## config.mk

```make
export PLATFORM = sky130hd
export DESIGN_NAME = button_press_classifier_top
export DESIGN_NICKNAME = d
export VERILOG_FILES = /design/src/rtl/core/bpc_pkg.sv /design/src/rtl/core/bpc_cfg.sv /design/src/rtl/core/bpc_core.sv /design/src/rtl/core/button_press_classifier_top.sv
export SDC_FILE = /design/constraint.sdc
export NUM_CORES = 1
export LEC_CHECK = 0
export BUFFER_PORTS_ARGS = -buffer_cell sky130_fd_sc_hd__buf_2
export CAP_MARGIN = 10
export CELL_PAD_IN_SITES_DETAIL_PLACEMENT = 1
export CELL_PAD_IN_SITES_GLOBAL_PLACEMENT = 1
export CORE_UTILIZATION = 38
export DETAILED_ROUTE_END_ITERATION = 7
export PLACE_DENSITY = 0.64
export SYNTH_ARGS = -nofsm -noshare
export SYNTH_HDL_FRONTEND = slang
export SYNTH_SLANG_ARGS = --single-unit
```

## constraint.sdc

```tcl
create_clock -name clk_i -period 16.9 [get_ports clk_i]
set_clock_uncertainty 0.15 [all_clocks]
set_input_delay 1.69 -clock clk_i [delete_from_list [all_inputs] [get_ports clk_i]]
set_output_delay 1.69 -clock clk_i [all_outputs]
set_load 0.005 [all_outputs]
```

## src/rtl/core/bpc_pkg.sv

```systemverilog
package bpc_pkg;

  // width of the internal time arithmetic, time wraps modulo 2^TimeBits
  localparam int unsigned TimeBits = 32;
  localparam int unsigned NowBits = 32;
  localparam int unsigned CfgIdxBits = 3;
  localparam int unsigned CfgDataBits = 16;
  localparam int unsigned MsBits = 16;
  localparam int unsigned CodeBits = 8;
  localparam int unsigned CountBits = 8;
  localparam int unsigned RepeatShift = 2;  // quick repeat window is long limit / 4

  localparam logic [CfgIdxBits-1:0] CfgLongPressMs = 3'd0;
  localparam logic [CfgIdxBits-1:0] CfgShortPressMs = 3'd1;
  localparam logic [CfgIdxBits-1:0] CfgLongCode = 3'd2;
  localparam logic [CfgIdxBits-1:0] CfgSingleCode = 3'd3;
  localparam logic [CfgIdxBits-1:0] CfgRepeatCode = 3'd4;

  localparam logic [MsBits-1:0] LongPressMsRst = 16'd1000;
  localparam logic [MsBits-1:0] ShortPressMsRst = 16'd50;
  localparam logic [CodeBits-1:0] LongCodeRst = 8'd0;
  localparam logic [CodeBits-1:0] SingleCodeRst = 8'd1;
  localparam logic [CodeBits-1:0] RepeatCodeRst = 8'd2;

  typedef enum logic [1:0] {
    KindLong = 2'd0,
    KindSingle = 2'd1,
    KindRepeat = 2'd2
  } kind_e;

  typedef struct packed {
    logic [MsBits-1:0] long_press_ms;
    logic [MsBits-1:0] short_press_ms;
    logic [CodeBits-1:0] long_code;
    logic [CodeBits-1:0] single_code;
    logic [CodeBits-1:0] repeat_code;
  } cfg_t;

  typedef struct packed {
    logic emit;
    logic [CodeBits-1:0] code;
    kind_e kind;
  } event_t;

endpackage

```

## src/rtl/core/bpc_cfg.sv

```systemverilog
module bpc_cfg (
  input  logic                           clk_i,
  input  logic                           rst_ni,
  input  logic                           cfg_we_i,
  input  logic [bpc_pkg::CfgIdxBits-1:0] cfg_idx_i,
  input  logic [bpc_pkg::CfgDataBits-1:0] cfg_wdata_i,
  output bpc_pkg::cfg_t                  cfg_o
);
  import bpc_pkg::*;

  cfg_t cfg_q, cfg_d;

  always_comb begin
    cfg_d = cfg_q;
    if (cfg_we_i) begin
      case (cfg_idx_i)
        CfgLongPressMs:  cfg_d.long_press_ms = cfg_wdata_i[MsBits-1:0];
        CfgShortPressMs: cfg_d.short_press_ms = cfg_wdata_i[MsBits-1:0];
        CfgLongCode:     cfg_d.long_code = cfg_wdata_i[CodeBits-1:0];
        CfgSingleCode:   cfg_d.single_code = cfg_wdata_i[CodeBits-1:0];
        CfgRepeatCode:   cfg_d.repeat_code = cfg_wdata_i[CodeBits-1:0];
        default:         cfg_d = cfg_q;
      endcase
    end
  end

  always_ff @(posedge clk_i or negedge rst_ni) begin
    if (!rst_ni) begin
      cfg_q.long_press_ms <= LongPressMsRst;
      cfg_q.short_press_ms <= ShortPressMsRst;
      cfg_q.long_code <= LongCodeRst;
      cfg_q.single_code <= SingleCodeRst;
      cfg_q.repeat_code <= RepeatCodeRst;
    end else begin
      cfg_q <= cfg_d;
    end
  end

  assign cfg_o = cfg_q;

endmodule

```

## src/rtl/core/bpc_core.sv

```systemverilog
module bpc_core (
  input  logic                         clk_i,
  input  logic                         rst_ni,
  input  logic                         step_i,
  input  logic                         released_i,
  input  logic [bpc_pkg::TimeBits-1:0] now_i,
  input  bpc_pkg::cfg_t                cfg_i,
  output bpc_pkg::event_t              evt_o
);
  import bpc_pkg::*;

  logic [TimeBits-1:0]  press_start_q, press_start_d;
  logic                 press_active_q, press_active_d;
  logic                 long_served_q, long_served_d;
  logic [TimeBits-1:0]  last_short_q, last_short_d;
  logic [CountBits-1:0] short_count_q, short_count_d;

  logic [TimeBits-1:0]  start_eff;
  logic [TimeBits-1:0]  elapsed;
  logic [TimeBits-1:0]  gap;
  logic [TimeBits-1:0]  long_lim;
  logic [TimeBits-1:0]  short_lim;
  logic [TimeBits-1:0]  repeat_lim;
  logic                 quick;
  logic [CountBits-1:0] count_inc;

  // a fresh press measures from the current poll
  assign start_eff = (!released_i && !press_active_q) ? now_i : press_start_q;
  assign elapsed = now_i - start_eff;
  assign gap = now_i - last_short_q;
  assign long_lim = TimeBits'(cfg_i.long_press_ms);
  assign short_lim = TimeBits'(cfg_i.short_press_ms);
  assign repeat_lim = TimeBits'(cfg_i.long_press_ms >> RepeatShift);
  assign quick = gap < repeat_lim;
  assign count_inc = (short_count_q == {CountBits{1'b1}}) ? short_count_q
                                                          : short_count_q + 1'b1;

  always_comb begin
    press_start_d = press_start_q;
    press_active_d = press_active_q;
    long_served_d = long_served_q;
    last_short_d = last_short_q;
    short_count_d = short_count_q;
    evt_o.emit = 1'b0;
    evt_o.code = cfg_i.long_code;
    evt_o.kind = KindLong;
    if (step_i) begin
      if (released_i) begin
        if (press_active_q) begin
          if (elapsed > long_lim) begin
            // held past the long limit: no short event, the press just ends
            press_active_d = 1'b0;
            long_served_d = 1'b0;
          end else if (elapsed > short_lim) begin
            press_active_d = 1'b0;
            long_served_d = 1'b0;
            short_count_d = quick ? count_inc : CountBits'(1);
            last_short_d = now_i;
            evt_o.emit = 1'b1;
            if (short_count_d == CountBits'(1)) begin
              evt_o.code = cfg_i.single_code;
              evt_o.kind = KindSingle;
            end else begin
              evt_o.code = cfg_i.repeat_code;
              evt_o.kind = KindRepeat;
            end
          end
        end
      end else begin
        press_active_d = 1'b1;
        press_start_d = start_eff;
        if (elapsed > long_lim && !long_served_q) begin
          long_served_d = 1'b1;
          evt_o.emit = 1'b1;
        end
      end
    end
  end

  always_ff @(posedge clk_i or negedge rst_ni) begin
    if (!rst_ni) begin
      press_start_q <= '0;
      press_active_q <= 1'b0;
      long_served_q <= 1'b0;
      last_short_q <= '0;
      short_count_q <= '0;
    end else begin
      press_start_q <= press_start_d;
      press_active_q <= press_active_d;
      long_served_q <= long_served_d;
      last_short_q <= last_short_d;
      short_count_q <= short_count_d;
    end
  end

endmodule

```

## src/rtl/core/button_press_classifier_top.sv

```systemverilog
// channel | handshake              | payload
// in      | in_valid_i / in_ready_o | button_released_i, now_ms_i
// out     | out_valid_o / out_ready_i | event_code_o, event_kind_o
// cfg     | cfg_we_i                | cfg_idx_i, cfg_wdata_i
//
// one poll per cycle unless the result register stalls; a request waits in the
// input register, is classified there and its event, if any, lands in the
// result register; the result register frees the input stage as soon as it is
// empty or taken
// reset restores the default limits and codes and clears the press state
module button_press_classifier_top (
  input  logic                            clk_i,
  input  logic                            rst_ni,
  input  logic                            in_valid_i,
  output logic                            in_ready_o,
  input  logic                            button_released_i,
  input  logic [bpc_pkg::NowBits-1:0]     now_ms_i,
  output logic                            out_valid_o,
  input  logic                            out_ready_i,
  output logic [bpc_pkg::CodeBits-1:0]    event_code_o,
  output logic [1:0]                      event_kind_o,
  input  logic                            cfg_we_i,
  input  logic [bpc_pkg::CfgIdxBits-1:0]  cfg_idx_i,
  input  logic [bpc_pkg::CfgDataBits-1:0] cfg_wdata_i
);
  import bpc_pkg::*;

  cfg_t   cfg;
  event_t evt;

  logic                in_vld_q;
  logic                released_q;
  logic [TimeBits-1:0] now_q;
  logic                advance;
  logic                out_vld_q, out_vld_d;
  logic [CodeBits-1:0] code_q;
  kind_e               kind_q;

  assign advance = in_vld_q && (!out_vld_q || out_ready_i);
  assign in_ready_o = !in_vld_q || advance;

  always_ff @(posedge clk_i or negedge rst_ni) begin
    if (!rst_ni) begin
      in_vld_q <= 1'b0;
    end else if (in_ready_o) begin
      in_vld_q <= in_valid_i;
    end
  end

  always_ff @(posedge clk_i) begin
    if (in_ready_o && in_valid_i) begin
      released_q <= button_released_i;
      now_q <= TimeBits'(now_ms_i);
    end
  end

  bpc_cfg u_cfg (
    .clk_i      (clk_i),
    .rst_ni     (rst_ni),
    .cfg_we_i   (cfg_we_i),
    .cfg_idx_i  (cfg_idx_i),
    .cfg_wdata_i(cfg_wdata_i),
    .cfg_o      (cfg)
  );

  bpc_core u_core (
    .clk_i     (clk_i),
    .rst_ni    (rst_ni),
    .step_i    (advance),
    .released_i(released_q),
    .now_i     (now_q),
    .cfg_i     (cfg),
    .evt_o     (evt)
  );

  always_comb begin
    out_vld_d = out_vld_q;
    if (advance) begin
      out_vld_d = evt.emit;
    end else if (out_ready_i) begin
      out_vld_d = 1'b0;
    end
  end

  always_ff @(posedge clk_i or negedge rst_ni) begin
    if (!rst_ni) begin
      out_vld_q <= 1'b0;
    end else begin
      out_vld_q <= out_vld_d;
    end
  end

  always_ff @(posedge clk_i) begin
    if (advance && evt.emit) begin
      code_q <= evt.code;
      kind_q <= evt.kind;
    end
  end

  assign out_valid_o = out_vld_q;
  assign event_code_o = code_q;
  assign event_kind_o = kind_q;

  // a waiting result is never overwritten
  assert property (@(posedge clk_i) disable iff (!rst_ni)
    out_vld_q && !out_ready_i |-> !advance)
    else $error("result register overwritten while stalled");

  // long events only come from a held button
  assert property (@(posedge clk_i) disable iff (!rst_ni)
    advance && evt.emit && evt.kind == KindLong |-> !released_q)
    else $error("long event on a released poll");

  // short events only come from a release
  assert property (@(posedge clk_i) disable iff (!rst_ni)
    advance && evt.emit && evt.kind != KindLong |-> released_q)
    else $error("short event on a pressed poll");

  // a stalled result stays valid and keeps its code
  assert property (@(posedge clk_i) disable iff (!rst_ni)
    out_vld_q && !out_ready_i |=> out_vld_q && $stable(code_q))
    else $error("stalled result changed");

endmodule

```

==> qor_table.md <==
| Group | Result | This run |
| --- | --- | --- |
| synth | Unique masters post-synth | 78 |
| synth | Simple-gate portion of the synthesized area | 15.5% |
| pwr | Peak VDD IR | 74.0 µV |
| place | Post-place setup slack | 9740 ps |
| clocking | Clk_lat worst skew | 460 ps |
| setup path | Start-to-end type of the worst setup path | flop to flop |
| setup path | Buffering stage count on the worst path with inverters included | 1 |
| layout | Number of standard cells in the layout, taps in and fillers out | 1784 |
| synth | Synthesized area | 12100 µm² |
| layout | Final design area excluding fillers | 13300 µm² |
| synth | Top cell type by total area after synthesis | dfrtp_1 |
| synth | Mapped Cells | 1336 |
| grt | Global-route wire length before repair | 58600 µm |
| timing | Pin slew with the least headroom to its limit | 1050 ps |
| setup path | Worst R2R End | event_code_o[0]$_DFFE_PP_ |
| drt | DRT Wirelength | 36200 µm |
| drt | DRC violation count after routing | 0 |
| place | Final HPWL from detailed placement | 27900 µm |
| synth | Leading post-synthesis cells by cell area | dfrtp_1 25%, ha_1 11%, edfxtp_1 11% |
| clocking | TritonCTS clock tree | done |
| setup path | Critical path arrival | 7130 ps |
| flow run | Maximum Capacitance Violations | 0 |
| floorplan | Core Box Area | 31500 µm² |
| setup path | Crit path launch | released_q$_DFFE_PP_ |
| clocking | Clk sink count | 175 |
| layout | Post-layout net count | 1536 |
| setup path | Setup slack of the most critical reg-to-reg path | 9710 ps |
| setup path | Maximum net fanout on the critical path | 33 |
| setup path | Category of cells accounting for the largest share of critical-path delay | simple AND/OR/NAND/NOR gates |
| synth | Number of nets in the synthesized netlist | 1503 |
| grt | Number of global-route vias before repair | 10600 |
| floorplan | Die Height | 181 µm |
| drt | Pre-antenna DRT Iters | 5 |
| timing | Relative max-transition margin | 29.7% |
| setup path | CP endpoint | event_code_o[0]$_DFFE_PP_ |
| setup path | Required time worst endpoint | 16830 ps |
| timing | Worst Slack Setup Final | 9710 ps |
| drt | Detailed-route vias per instance | 5.78 |
| pwr | P per Cell Area | 118 nW/µm² |
| layout | Most frequent cells in the layout | 134 x nand2_1, 121 x a21oi_1, 121 x dfrtp_1 |
| layout | Antenna diode count | 0 |
| grt | Maximum number of pins on one net before global-route repair | 79 |
| clocking | Post CTS Setup Buffer Count | 0 |
| drt | Via count | 10300 |
| timing | Setup repair after global routing missed its margin | false |
| clocking | Total clock buffers created by CTS | 17 |
| timing | Number of slew-limit violations in the final report | 0 |
| synth | Multiplexer fraction of the synthesized cell area | 6.59% |
| outcome | Run status | completed |
| synth | Share of the synthesized area in compound gates (AO/OA/AOI/OAI) | 20.9% |
| timing | Worst hold slack | 340 ps |
| clocking | CTS Buffer Depth | 2 |
| floorplan | Effective utilization at floorplan | 38.6% |
| setup path | Reg2reg start | released_q$_DFFE_PP_ |
| timing | Tmin final | 7190 ps |
| timing | Maximum clock rate | 0.139 GHz |
| grt | Number of antenna violations at the first check in global routing | 0 |
| timing | Setup TNS | 0 ps |
| pwr | Leakage | 5.81 nW |
| clocking | Resize count post-CTS | 0 |
| setup path | Logic depth of the worst register-to-register path | 20 |
| synth | Sequential-to-total area share from yosys stat | 38.0% |
| drt | Post-DR wirelength/cell | 20.3 µm |
| synth | Arithmetic-cell share of the synthesized area counting full adders, half adders and majority gates | 11.5% |
| floorplan | Number of top-level pins | 69 |
| worst hold path | Type of the worst min-delay path | flop to flop |
| synth | Area share of xor/xnor cells in the synthesized design | 2.67% |
| synth | Top_reg_cell synth | dfrtp_1 |
| pwr | Overall power of the completed layout | 1.58 mW |
| timing | Part of the cycle the worst path needs | 42.6% |
| timing | Number of endpoints with negative hold slack in the final report | 0 |
| clocking | Hold bufs inserted after CTS | 0 |
| grt | Global route total overflow | 0 |
| drt | Remaining antenna violation count after routing | 0 |
| setup path | Critical path's largest stage delay | 680 ps |
| setup path | Slowest cell on the critical path | nor2_1 |
| synth | Flip-flop and latch count after synthesis | 175 |
| synth | Largest family of logic cells by synthesized area | compound AO/OA/AOI/OAI gates |
| layout | Most common library cell in the layout ignoring fill and taps | nand2_1 |
| floorplan | Die width | 181 µm |
| floorplan | Count of standard-cell rows | 65 |
| setup path | Critical path, cell by cell | nor2_4, buf_4, mux2_2, ha_1, nand2b_1, a21oi_1, nor2_1, o21ai_0, a31oi_1, xnor2_1, ha_1, and3_1, a221oi_1, nand2_1, o21ai_0, nand4_1, or4_4, or4_4, mux2_2, nor2_1 |
| synth | Number of warning messages in the yosys log | 0 |
| place | Buffers on Ports | 68 |
| setup path | Endpoint type of the worst setup path | flop |
| place | GPL Wtd Cong | 0.926 |
| synth | Number of enable-type register cells in the synthesized netlist | 43 |
| clocking | Clk pin slew, worst setup/hold paths | 70 ps |
| layout | Fraction of layout instances using a drive strength above 1 | 13.2% |
| setup path | Crit. path cell count | 20 |
| place | Total placed cells including tap cells | 1752 |
| place | Cell area reported after detailed placement | 12800 µm² |
| clocking | Clock root buffer | clkbuf_16 |
| grt | Global-route usage over all layers | 23.1% |
| floorplan | Die outline area | 32700 µm² |
| layout | Area added between synthesis and finish | 9.96% |
| drt | Number of violations reported at the end of detailed-routing iteration 0 | 517 |
| setup path | Critical path startpoint category | flop |
| synth | Share of synthesized flip-flops with an asynchronous set or reset | 75.4% |
| synth | Share of the synthesized area in the top cell type | 25.0% |
| synth | Post-synthesis area per instance | 9.08 µm² |
| timing | Endpoints failing setup | 0 |
| layout | Finished Core Util | 42.4% |
| clocking | Number of H-tree levels | 4 |
==> how the worst min path moves through the flow <==
stage / startpoint / end / depth (start not counted) / slack, ps
3_5_place_dp: u_core.last_short_q[31]$_DFFE_PN0P_ / u_core.last_short_q[31]$_DFFE_PN0P_ / 2 / 330
2_1_floorplan: u_core.last_short_q[0]$_DFFE_PN0P_ / u_core.last_short_q[0]$_DFFE_PN0P_ / 2 / 300
6_report: u_core.last_short_q[31]$_DFFE_PN0P_ / u_core.last_short_q[31]$_DFFE_PN0P_ / 2 / 340
5_1_grt: u_cfg.cfg_o[3]$_DFFE_PN0P_ / u_cfg.cfg_o[3]$_DFFE_PN0P_ / 1 / 370
4_1_cts: u_core.last_short_q[31]$_DFFE_PN0P_ / u_core.last_short_q[31]$_DFFE_PN0P_ / 2 / 350
3_3_place_gp: u_core.last_short_q[31]$_DFFE_PN0P_ / u_core.last_short_q[31]$_DFFE_PN0P_ / 2 / 330
==> cell type report <==
type | instances | area (µm²)
clock buffers | 18 | 439
clock inverters | 14 | 110
fillers | 3637 | 18100
inverters | 85 | 319
multi-input cells | 1015 | 6960
flip-flops and latches | 175 | 4610
well taps | 402 | 503
repair buffers | 75 | 399
==> synthesized netlist by cell type, drive strengths merged (25+ instances only) <==
master    n
nand2   134
a21oi   131
dfrtp   121
o21ai   118
ha      108
nor2     97
inv      85
mux2i    45
edfxtp   43
clkbuf   38
a21o     32
mux2     31
nand4    31
xnor2    28
nand3    25
==> sequential cells by signal, summed over array words and instances (netlist names) <==
signal and flops:
event_code_o 8, event_kind_o 2, in_vld_q 1, now_q 32, out_valid_o 1, released_q 1, u_cfg.cfg_o 56, u_core.last_short_q 32
u_core.long_served_q 1, u_core.press_active_q 1, u_core.press_start_q 32, u_core.short_count_q 8
==> routing by layer <==
| layer | vias up | part of all wire, % | wire length [µm] | global-route usage, % |
|---|---|---|---|---|
| li1 | 4923 | - | - | - |
| met1 | 5183 | 48 | 17400 | 31.2 |
| met2 | 166 | 47 | 16800 | 37.7 |
| met3 | 47 | 3.3 | 1190 | 3.81 |
| met4 | 0 | 2.0 | 737 | 7.15 |
| met5 | - | 0 | 0 | 0 |
==> power breakdown <==
part	internal, mW	total [mW]	switching (mW)	leakage [nW]
combinational	0.257	0.661	0.404	3.69
sequential	0.499	0.534	0.0349	1.86
clock	0.194	0.380	0.186	0.260
==> worst reg2reg max path: cells and delay by family, from the launching register on <==
| family | cells | cell delay [ps] |
|---|---|---|
| AO/OA/AOI/OAI | 5 | 1480 |
| XOR/XNOR | 1 | 310 |
| adder cells (fa/ha/maj) | 2 | 510 |
| buffers and inverters | 1 | 480 |
| flip-flops | 1 | 520 |
| multiplexers | 2 | 790 |
| AND/OR/NAND/NOR | 9 | 2620 |
==> logic make-up (layout without fill, tap and decap cells) <==
group,count (synthesis),count (layout)
AOI/OAI and AO/OA,405,405
and+or+nand+nor,387,387
DFF,175,175
buffers and inverters,146,192
adders and majority gates,110,110
muxes,76,76
xor gates and xnor gates,37,37
Power figures use the tool's default switching activity.
